[config.mk]
export PLATFORM = sky130hd
export DESIGN_NAME = periodic_timer_table
export DESIGN_NICKNAME = d
export VERILOG_FILES = /design/src/ptt_pkg.sv /design/src/ptt_cell.sv /design/src/periodic_timer_table.sv
export SDC_FILE = /design/constraint.sdc
export NUM_CORES = 2
export LEC_CHECK = 0
export BUFFER_PORTS_ARGS = -buffer_cell sky130_fd_sc_hd__clkbuf_2
export CORE_ASPECT_RATIO = 0.9
export CORE_MARGIN = 2
export CORE_UTILIZATION = 42
export CTS_CLUSTER_SIZE = 30
export DETAILED_ROUTE_END_ITERATION = 8
export SLEW_MARGIN = 20
export SYNTH_ARGS = -nofsm -noshare
export SYNTH_HDL_FRONTEND = slang
export SYNTH_HIERARCHICAL = 1
export SYNTH_SLANG_ARGS = --single-unit
[constraint.sdc]
create_clock -name i_clk -period 4.1 [get_ports i_clk]
set_input_delay 0.41 -clock i_clk [delete_from_list [all_inputs] [get_ports i_clk]]
set_output_delay 0.41 -clock i_clk [all_outputs]
set_load 0.05 [all_outputs]
[src/ptt_pkg.sv]
// Shared types and constants for the periodic timer table.
package ptt_pkg;

    localparam int NUM_TIMERS = 16;
    localparam int IDX_W      = (NUM_TIMERS > 1) ? $clog2(NUM_TIMERS) : 1;
    localparam int CNT_W      = $clog2(NUM_TIMERS + 1);
    localparam int SLOT_W     = 4;
    localparam int SEL_W      = (IDX_W > SLOT_W) ? IDX_W : SLOT_W;
    localparam int TAG_W      = 32;
    localparam int IVAL_W     = 32;
    localparam int ELAP_W     = 33;
    localparam int OP_W       = 2;
    localparam int KIND_W     = 2;
    localparam int S_DATA_W   = 72;
    localparam int M_DATA_W   = 40;

    localparam logic [OP_W-1:0] OP_REG   = 2'd0;
    localparam logic [OP_W-1:0] OP_UNREG = 2'd1;
    localparam logic [OP_W-1:0] OP_TICK  = 2'd2;
    localparam logic [OP_W-1:0] OP_QUERY = 2'd3;

    localparam logic [KIND_W-1:0] KIND_ACK   = 2'd0;
    localparam logic [KIND_W-1:0] KIND_QUERY = 2'd1;
    localparam logic [KIND_W-1:0] KIND_FIRE  = 2'd2;

    typedef logic [SLOT_W-1:0] t_slot;
    typedef logic [IDX_W-1:0]  t_idx;
    typedef logic [SEL_W-1:0]  t_sel;
    typedef logic [CNT_W-1:0]  t_cnt;

    typedef enum logic [1:0] {
        ST_IDLE,
        ST_WALK,
        ST_FLUSH
    } t_state;

    // Command broadcast to every slot cell.
    typedef struct packed {
        logic              wr;
        logic              unreg;
        logic              tick;
        logic              shift;
        logic [SLOT_W-1:0] slot;
        logic [IVAL_W-1:0] interval;
        logic              one_shot;
        logic [TAG_W-1:0]  tag;
    } t_cell_ctl;

    // Fire record handed from one cell to the next one down the chain.
    typedef struct packed {
        logic             v;
        logic [TAG_W-1:0] tag;
    } t_chain;

endpackage

[src/ptt_cell.sv]
// One timer slot: its state, its tick update and one stage of the fire chain.
module ptt_cell (
    input  logic               i_clk,
    input  logic               i_rst_n,
    input  ptt_pkg::t_idx      i_idx,
    input  ptt_pkg::t_cell_ctl i_ctl,
    input  ptt_pkg::t_chain    i_nxt,
    output ptt_pkg::t_chain    o_chain,
    output logic               o_hit
);

    logic                          r_armed;
    logic                          r_single;
    logic [ptt_pkg::IVAL_W-1:0]    r_period;
    logic [ptt_pkg::ELAP_W-1:0]    r_elapsed;
    logic [ptt_pkg::TAG_W-1:0]     r_tag;
    logic                          r_sh_v;
    logic [ptt_pkg::TAG_W-1:0]     r_sh_tag;

    logic                          sel;
    logic                          due;
    logic [ptt_pkg::ELAP_W-1:0]    elapsed_inc;

    assign sel = (ptt_pkg::t_sel'(i_ctl.slot) == ptt_pkg::t_sel'(i_idx));
    assign due = r_armed && (r_elapsed >= {1'b0, r_period});
    // The count cannot pass the interval, but it saturates all the same.
    assign elapsed_inc = (&r_elapsed) ? r_elapsed : r_elapsed + 1'b1;

    assign o_hit   = r_armed && sel;
    assign o_chain = '{v: r_sh_v, tag: r_sh_tag};

    always_ff @(posedge i_clk) begin
        if (!i_rst_n) begin
            r_armed <= 1'b0;
            r_sh_v  <= 1'b0;
        end else begin
            if (i_ctl.wr && sel) begin
                r_armed <= 1'b1;
            end else if (i_ctl.unreg && sel) begin
                r_armed <= 1'b0;
            end else if (i_ctl.tick && due && r_single) begin
                r_armed <= 1'b0;
            end
            if (i_ctl.tick) begin
                r_sh_v <= due;
            end else if (i_ctl.shift) begin
                r_sh_v <= i_nxt.v;
            end
        end
    end

    always_ff @(posedge i_clk) begin
        if (i_ctl.wr && sel) begin
            r_single  <= i_ctl.one_shot;
            r_period  <= (i_ctl.interval == '0) ? ptt_pkg::IVAL_W'(1) : i_ctl.interval;
            r_elapsed <= '0;
            r_tag     <= i_ctl.tag;
        end else if (i_ctl.tick && r_armed) begin
            // A periodic slot that fires restarts from zero and counts this tick.
            r_elapsed <= due ? ptt_pkg::ELAP_W'(1) : elapsed_inc;
        end
        if (i_ctl.tick) begin
            r_sh_tag <= r_tag;
        end else if (i_ctl.shift) begin
            r_sh_tag <= i_nxt.tag;
        end
    end

endmodule

[src/periodic_timer_table.sv]
// Register and query answers are registered and appear in the cycle after the
// transaction. A tick updates every slot in its accept cycle, then shifts the fire
// chain one slot per cycle while the result side does not stall, and releases the
// final fire from the flush state. Register, unregister and query are taken one per
// cycle while the output is free; a tick holds the input off until its walk and flush end.
// Reset (synchronous, active low) frees every slot and empties the output.
module periodic_timer_table (
    input  logic                           i_clk,
    input  logic                           i_rst_n,
    input  logic                           i_s_tvalid,
    output logic                           o_s_tready,
    // tdata fields from bit 0: slot(4), interval(32), one_shot(1), tag(32), zero(3)
    input  logic [ptt_pkg::S_DATA_W-1:0]   i_s_tdata,
    // tuser: opcode(2)
    input  logic [ptt_pkg::OP_W-1:0]       i_s_tuser,
    output logic                           o_m_tvalid,
    input  logic                           i_m_tready,
    // tdata fields from bit 0: out_slot(4), out_tag(32), exists(1), zero(3)
    output logic [ptt_pkg::M_DATA_W-1:0]   o_m_tdata,
    // tuser: kind(2)
    output logic [ptt_pkg::KIND_W-1:0]     o_m_tuser,
    output logic                           o_m_tlast
);

    ptt_pkg::t_state               r_state;
    ptt_pkg::t_state               n_state;
    ptt_pkg::t_cnt                 r_cnt;

    logic                          r_held_v;
    ptt_pkg::t_slot                r_held_slot;
    logic [ptt_pkg::TAG_W-1:0]     r_held_tag;

    logic                          r_m_tvalid;
    logic [ptt_pkg::KIND_W-1:0]    r_kind;
    ptt_pkg::t_slot                r_slot;
    logic [ptt_pkg::TAG_W-1:0]     r_tag;
    logic                          r_exists;
    logic                          r_last;

    logic [ptt_pkg::KIND_W-1:0]    n_kind;
    ptt_pkg::t_slot                n_slot;
    logic [ptt_pkg::TAG_W-1:0]     n_tag;
    logic                          n_exists;
    logic                          n_last;

    ptt_pkg::t_cell_ctl            ctl;
    ptt_pkg::t_chain               chain [ptt_pkg::NUM_TIMERS];
    logic [ptt_pkg::NUM_TIMERS-1:0] hit;

    logic                          out_free;
    logic                          accept;
    logic                          advance;
    logic                          ld_out;
    logic                          held_ld;
    logic                          held_clr;
    logic                          s_ready;

    assign out_free = !r_m_tvalid || i_m_tready;
    assign accept   = i_s_tvalid && s_ready;
    // The walk pauses only when a fire has to leave and the output is still full.
    assign advance  = !(chain[0].v && r_held_v) || out_free;

    genvar g;
    generate
        for (g = 0; g < ptt_pkg::NUM_TIMERS; g++) begin : g_cell
            ptt_pkg::t_chain nxt;
            if (g == ptt_pkg::NUM_TIMERS - 1) begin : g_end
                assign nxt = '0;
            end else begin : g_mid
                assign nxt = chain[g+1];
            end
            ptt_cell u_cell (
                .i_clk   (i_clk),
                .i_rst_n (i_rst_n),
                .i_idx   (ptt_pkg::t_idx'(g)),
                .i_ctl   (ctl),
                .i_nxt   (nxt),
                .o_chain (chain[g]),
                .o_hit   (hit[g])
            );
        end
    endgenerate

    always_comb begin
        n_state = r_state;
        case (r_state)
            ptt_pkg::ST_IDLE: begin
                if (accept && i_s_tuser == ptt_pkg::OP_TICK) begin
                    n_state = ptt_pkg::ST_WALK;
                end
            end
            ptt_pkg::ST_WALK: begin
                if (advance && r_cnt == ptt_pkg::t_cnt'(ptt_pkg::NUM_TIMERS - 1)) begin
                    n_state = ptt_pkg::ST_FLUSH;
                end
            end
            ptt_pkg::ST_FLUSH: begin
                if (!r_held_v || out_free) begin
                    n_state = ptt_pkg::ST_IDLE;
                end
            end
            default: begin
                n_state = ptt_pkg::ST_IDLE;
            end
        endcase
    end

    always_comb begin
        s_ready      = 1'b0;
        ctl.wr       = 1'b0;
        ctl.unreg    = 1'b0;
        ctl.tick     = 1'b0;
        ctl.shift    = 1'b0;
        ctl.slot     = i_s_tdata[3:0];
        ctl.interval = i_s_tdata[35:4];
        ctl.one_shot = i_s_tdata[36];
        ctl.tag      = i_s_tdata[68:37];
        ld_out       = 1'b0;
        held_ld      = 1'b0;
        held_clr     = 1'b0;
        n_kind       = r_kind;
        n_slot       = r_slot;
        n_tag        = r_tag;
        n_exists     = r_exists;
        n_last       = r_last;
        case (r_state)
            ptt_pkg::ST_IDLE: begin
                s_ready = out_free;
                if (accept) begin
                    case (i_s_tuser)
                        ptt_pkg::OP_REG: begin
                            ctl.wr   = 1'b1;
                            ld_out   = 1'b1;
                            n_kind   = ptt_pkg::KIND_ACK;
                            n_slot   = i_s_tdata[3:0];
                            n_tag    = '0;
                            n_exists = 1'b0;
                            n_last   = 1'b1;
                        end
                        ptt_pkg::OP_UNREG: begin
                            ctl.unreg = 1'b1;
                        end
                        ptt_pkg::OP_TICK: begin
                            ctl.tick = 1'b1;
                        end
                        ptt_pkg::OP_QUERY: begin
                            ld_out   = 1'b1;
                            n_kind   = ptt_pkg::KIND_QUERY;
                            n_slot   = i_s_tdata[3:0];
                            n_tag    = '0;
                            n_exists = |hit;
                            n_last   = 1'b1;
                        end
                        default: begin
                            ld_out = 1'b0;
                        end
                    endcase
                end
            end
            ptt_pkg::ST_WALK: begin
                // A fire is held back one step so that the last one can be marked.
                if (advance) begin
                    ctl.shift = 1'b1;
                    if (chain[0].v) begin
                        held_ld = 1'b1;
                        if (r_held_v) begin
                            ld_out   = 1'b1;
                            n_kind   = ptt_pkg::KIND_FIRE;
                            n_slot   = r_held_slot;
                            n_tag    = r_held_tag;
                            n_exists = 1'b0;
                            n_last   = 1'b0;
                        end
                    end
                end
            end
            ptt_pkg::ST_FLUSH: begin
                if (r_held_v && out_free) begin
                    ld_out   = 1'b1;
                    held_clr = 1'b1;
                    n_kind   = ptt_pkg::KIND_FIRE;
                    n_slot   = r_held_slot;
                    n_tag    = r_held_tag;
                    n_exists = 1'b0;
                    n_last   = 1'b1;
                end
            end
            default: begin
                s_ready = 1'b0;
            end
        endcase
    end

    always_ff @(posedge i_clk) begin
        if (!i_rst_n) begin
            r_state    <= ptt_pkg::ST_IDLE;
            r_cnt      <= '0;
            r_held_v   <= 1'b0;
            r_m_tvalid <= 1'b0;
        end else begin
            r_state <= n_state;
            if (r_state == ptt_pkg::ST_IDLE) begin
                r_cnt <= '0;
            end else if (ctl.shift) begin
                r_cnt <= r_cnt + 1'b1;
            end
            if (held_ld) begin
                r_held_v <= 1'b1;
            end else if (held_clr) begin
                r_held_v <= 1'b0;
            end
            if (ld_out) begin
                r_m_tvalid <= 1'b1;
            end else if (i_m_tready) begin
                r_m_tvalid <= 1'b0;
            end
        end
    end

    always_ff @(posedge i_clk) begin
        if (held_ld) begin
            r_held_slot <= ptt_pkg::t_slot'(r_cnt);
            r_held_tag  <= chain[0].tag;
        end
        if (ld_out) begin
            r_kind   <= n_kind;
            r_slot   <= n_slot;
            r_tag    <= n_tag;
            r_exists <= n_exists;
            r_last   <= n_last;
        end
    end

    assign o_s_tready = s_ready;
    assign o_m_tvalid = r_m_tvalid;
    assign o_m_tdata  = {3'b000, r_exists, r_tag, r_slot};
    assign o_m_tuser  = r_kind;
    assign o_m_tlast  = r_last;

    a_ready_idle: assert property (@(posedge i_clk) disable iff (!i_rst_n)
        o_s_tready |-> r_state == ptt_pkg::ST_IDLE)
        else $error("input ready outside the idle state");

    a_tick_walk: assert property (@(posedge i_clk) disable iff (!i_rst_n)
        (i_s_tvalid && o_s_tready && i_s_tuser == ptt_pkg::OP_TICK)
        |=> r_state == ptt_pkg::ST_WALK)
        else $error("tick did not start a slot walk");

    a_fire_fields: assert property (@(posedge i_clk) disable iff (!i_rst_n)
        (o_m_tvalid && o_m_tuser == ptt_pkg::KIND_FIRE) |-> !o_m_tdata[36])
        else $error("fire result carries an exists flag");

    a_ack_tag: assert property (@(posedge i_clk) disable iff (!i_rst_n)
        (o_m_tvalid && o_m_tuser != ptt_pkg::KIND_FIRE) |-> o_m_tdata[35:4] == '0)
        else $error("non-fire result carries a tag");

    a_cnt_range: assert property (@(posedge i_clk) disable iff (!i_rst_n)
        r_state == ptt_pkg::ST_WALK |-> r_cnt < ptt_pkg::t_cnt'(ptt_pkg::NUM_TIMERS))
        else $error("walk counter ran past the table");

endmodule
==> flow_metrics.tcl <==
set metrics [dict create \
    rows 172 \
    placed_area_um2 106800 \
    p_clk_share_pct 35.6 \
    dieArea_um2 249300 \
    synth_flop_cell "edfxtp_1" \
    worst_setup_path_start_kind "register" \
    gr-usage-all-layers_pct 19.68 \
    r2r_start "g_cell[0].u_cell/r_elapsed[3]" \
    area_growth_pct 11.03 \
    setup_tns_ns 0 \
    synth_top_area_share_pct 47.45 \
    power.internal_mw 43.32 \
    wl_per_cell_um 20.79 \
    fmax_ghz 0.2624 \
    synth-seq-cells 2197 \
    via_per_inst 5.622 \
    finalNetCount 9218 \
    clock-sinks 2197 \
    fillers 21718 \
    reg2reg_to "g_cell[0].u_cell/r_elapsed[10]" \
    synth_most_common_cell "edfxtp_1" \
    worst-path-max-fanout 27 \
    wl_um 249700 \
    fin_skew_ns 0.04740 \
    hold_depth 3 \
    clkSlewWorstSetupHoldPaths_ns 0.06 \
    ys_seq_area_share_pct 58.51 \
    min_to "o_m_tvalid" \
    fin_crit_ns 3.811 \
    synth-simple-area-share_pct 13.03 \
    worst_pin_slew_ns 1.190 \
    grt_overflow 0 \
    crit_path_end_kind "register" \
    rrSetupSlack_ns 0.29 \
    setup_viol 0 \
    min_from "i_m_tready" \
    grt_max_degree 115 \
    io-pin-count 123 \
    drv_cap 0 \
    muxShareOfSynthArea_pct 5.669 \
    max-clock-path-buffers 3 \
    arrival_ns 4.53 \
    hold_viol 0 \
    firstDrtPassIters 6 \
    synth_area_um2 103000 \
    vdd_drop_max_v 0.0004702 \
    drive_gt1_share_pct 15.63 \
    yosys.area.top_type "edfxtp_1" \
    slew_headroom_pct 19.96 \
    place_congestion 0.8824 \
    drt_iter0_drc 5502 \
    dp_slack_ns 0.3909 \
    numCtsBuffers 229 \
    clk_latency_ns 0.87 \
    synth_compound_area_share_pct 9.220 \
    final_area_um2 114400 \
    core_area_um2 244000 \
    pwr-share-comb_pct 14.5 \
    drc 0 \
    synthDistinctLibCells 75 \
    hp-class "primary input to register" \
    synthTopCellsByArea "edfxtp_1 (47%), dfxtp_1 (11%), ha_1 (6.8%)" \
    vias 67514 \
    die_w_um 526.1 \
    cp.required_ns 4.82 \
    cp-startpoint "g_cell[0].u_cell/r_elapsed[3]" \
    power_density_nw_per_um2 511.6 \
    synth_top_family_by_area "simple AND/OR/NAND/NOR gates" \
    cts_setup_buffers 0 \
    initial_core_util_pct 42.22 \
    die_h_um 473.9 \
    port_buffers 116 \
    synth_warnings 6 \
    power_frac_seq_pct 49.9 \
    ant_nets 0 \
    report.final.slew_viol_count 0 \
    worst_slack_ns 0.2886 \
    antenna_found_initial 24 \
    p_sw_share_pct 25.99 \
    cts_tree "yes" \
    cts_max_level 4 \
    switching_power_mw 15.21 \
    crit_type "register to register" \
    synth-xor-area-share_pct 0.7736 \
    grt_pass1_vias 65835 \
    async_reset_ff_share_pct 0 \
    dp_hpwl_um 169600 \
    fin_crit_sh_pct 92.96 \
    grt_first_pass_wirelength_um 387000 \
    reg2reg_depth 12 \
    synthTopCellsByCount "edfxtp_1 (1628), inv_1 (782), clkbuf_1 (747)" \
    synth_edf_count 1628 \
    rsz0062_at_grt "no" \
    p_leak_nw 42.32 \
    cts_root_buf "clkbuf_16" \
    syn_inst 8729 \
    outcome "completed" \
    synth_area_per_cell_um2 11.80 \
    synth_fa_ha_area_share_pct 6.752 \
]
## what timing repair did
item                                    in CTS  in global routing
gates resized for setup                      0                  1
hold buffers                                 2                  0
endpoints found under the setup margin       0                  8
endpoints found under the hold margin        8                  0
## power by group through the flow
stage	combinational, mW	sequential, mW	clock (mW)
after CTS	8.59	29.2	21.4
after detailed placement	8.50	29.6	0
after global placement	8.26	29.6	0
final	8.51	29.2	20.8
after global routing	9.53	29.5	22.2
after floorplan	6.05	29.2	0
## placed cells by master (no fill, tap or decap), types with 50 or more instances in the layout
| cell | n |
|---|---|
| ha_1 | 556 |
| clkinv_2 | 50 |
| nor4_1 | 152 |
| nor3_1 | 181 |
| o41ai_1 | 90 |
| nor2_1 | 131 |
| and2_1 | 115 |
| o21ai_0 | 126 |
| and4_1 | 122 |
| nand4b_1 | 51 |
| xor2_1 | 66 |
| nand4_1 | 155 |
| nand3_1 | 365 |
| edfxtp_1 | 1628 |
| or2_2 | 63 |
| dfxtp_1 | 569 |
| and3_1 | 97 |
| clkbuf_2 | 113 |
| conb_1 | 100 |
| inv_1 | 767 |
| nand2_1 | 403 |
| mux2_2 | 512 |
| a21o_1 | 126 |
| or4_1 | 237 |
| clkbuf_16 | 230 |
| a21oi_1 | 716 |
| buf_4 | 184 |
| o31ai_1 | 206 |
## logic make-up after synthesis
group	count (synthesis)
XOR/XNOR	91
other	2
adder cells (fa/ha/maj)	556
AND/OR/NAND/NOR	2250
flip-flops	2197
AO/OA/AOI/OAI	1522
buffers and inverters	1592
multiplexers	519
## cell type report
cell class / instances / area [µm²] / share of cell area, %
diodes: 6 / 15.01 / 0.01313
clock buffers: 288 / 6063 / 5.301
clock inverters: 143 / 1480 / 1.294
inverters: 783 / 2942 / 2.572
multi-input cells: 5038 / 36930 / 32.28
flip-flops and latches: 2197 / 60280 / 52.69
well taps: 3219 / 4028 / 3.521
repair buffers: 335 / 2658 / 2.323
## worst max path at each step
| stage | slack [ns] | to |
|---|---|---|
| after floorplan | 0.04 | g_cell[1].u_cell/r_elapsed[15] |
| after global placement | 0.44 | g_cell[1].u_cell/r_elapsed[18] |
| after detailed placement | 0.39 | g_cell[0].u_cell/r_elapsed[17] |
| after CTS | 0.35 | g_cell[13].u_cell/r_elapsed[13] |
| after global routing | 0.04 | g_cell[0].u_cell/r_elapsed[15] |
| final | 0.29 | g_cell[0].u_cell/r_elapsed[10] |
## layer usage
metal	GRT usage [%]	share of wire [%]	vias to the layer above
met4	6.645	3.2	12
met1	27.69	46	32821
met3	4.283	7.7	481
li1	-	-	32024
met2	29.99	44	2176
met5	0.1159	0.038	-
## sequential cells by signal, indices dropped and copies added (netlist names), 32 cells and up
name                     cells
r_held_tag                  32
g_cell.u_cell/r_period     512
r_tag                       32
g_cell.u_cell/r_tag        512
g_cell.u_cell/r_sh_tag     512
g_cell.u_cell/r_elapsed    528
## worst max-delay path: stages, from the launching register on
cell	delay (ns)
dfxtp_1	0.48
and4_4	0.29
and4_1	0.25
and3_1	0.31
nand3_4	0.18
or3b_1	0.53
nor3_1	0.25
ha_1	0.33
o21a_1	0.22
and3_1	0.40
buf_12	0.22
or4_1	0.12
a21oi_1	0.07
## through the flow
stage	util, %	power [mW]	std cells	hold WS [ns]
6_report	46.87	58.52	12009	0.07577
5_1_grt	46.87	61.24	12004	0.06708
4_1_cts	46.86	59.15	12003	0.01141
3_5_place_dp	43.77	38.15	11570	0.4057
3_3_place_gp	43.77	37.81	11570	0.4010
2_1_floorplan	-	35.29	8827	0.4003
(Power assumes the default switching activity.)
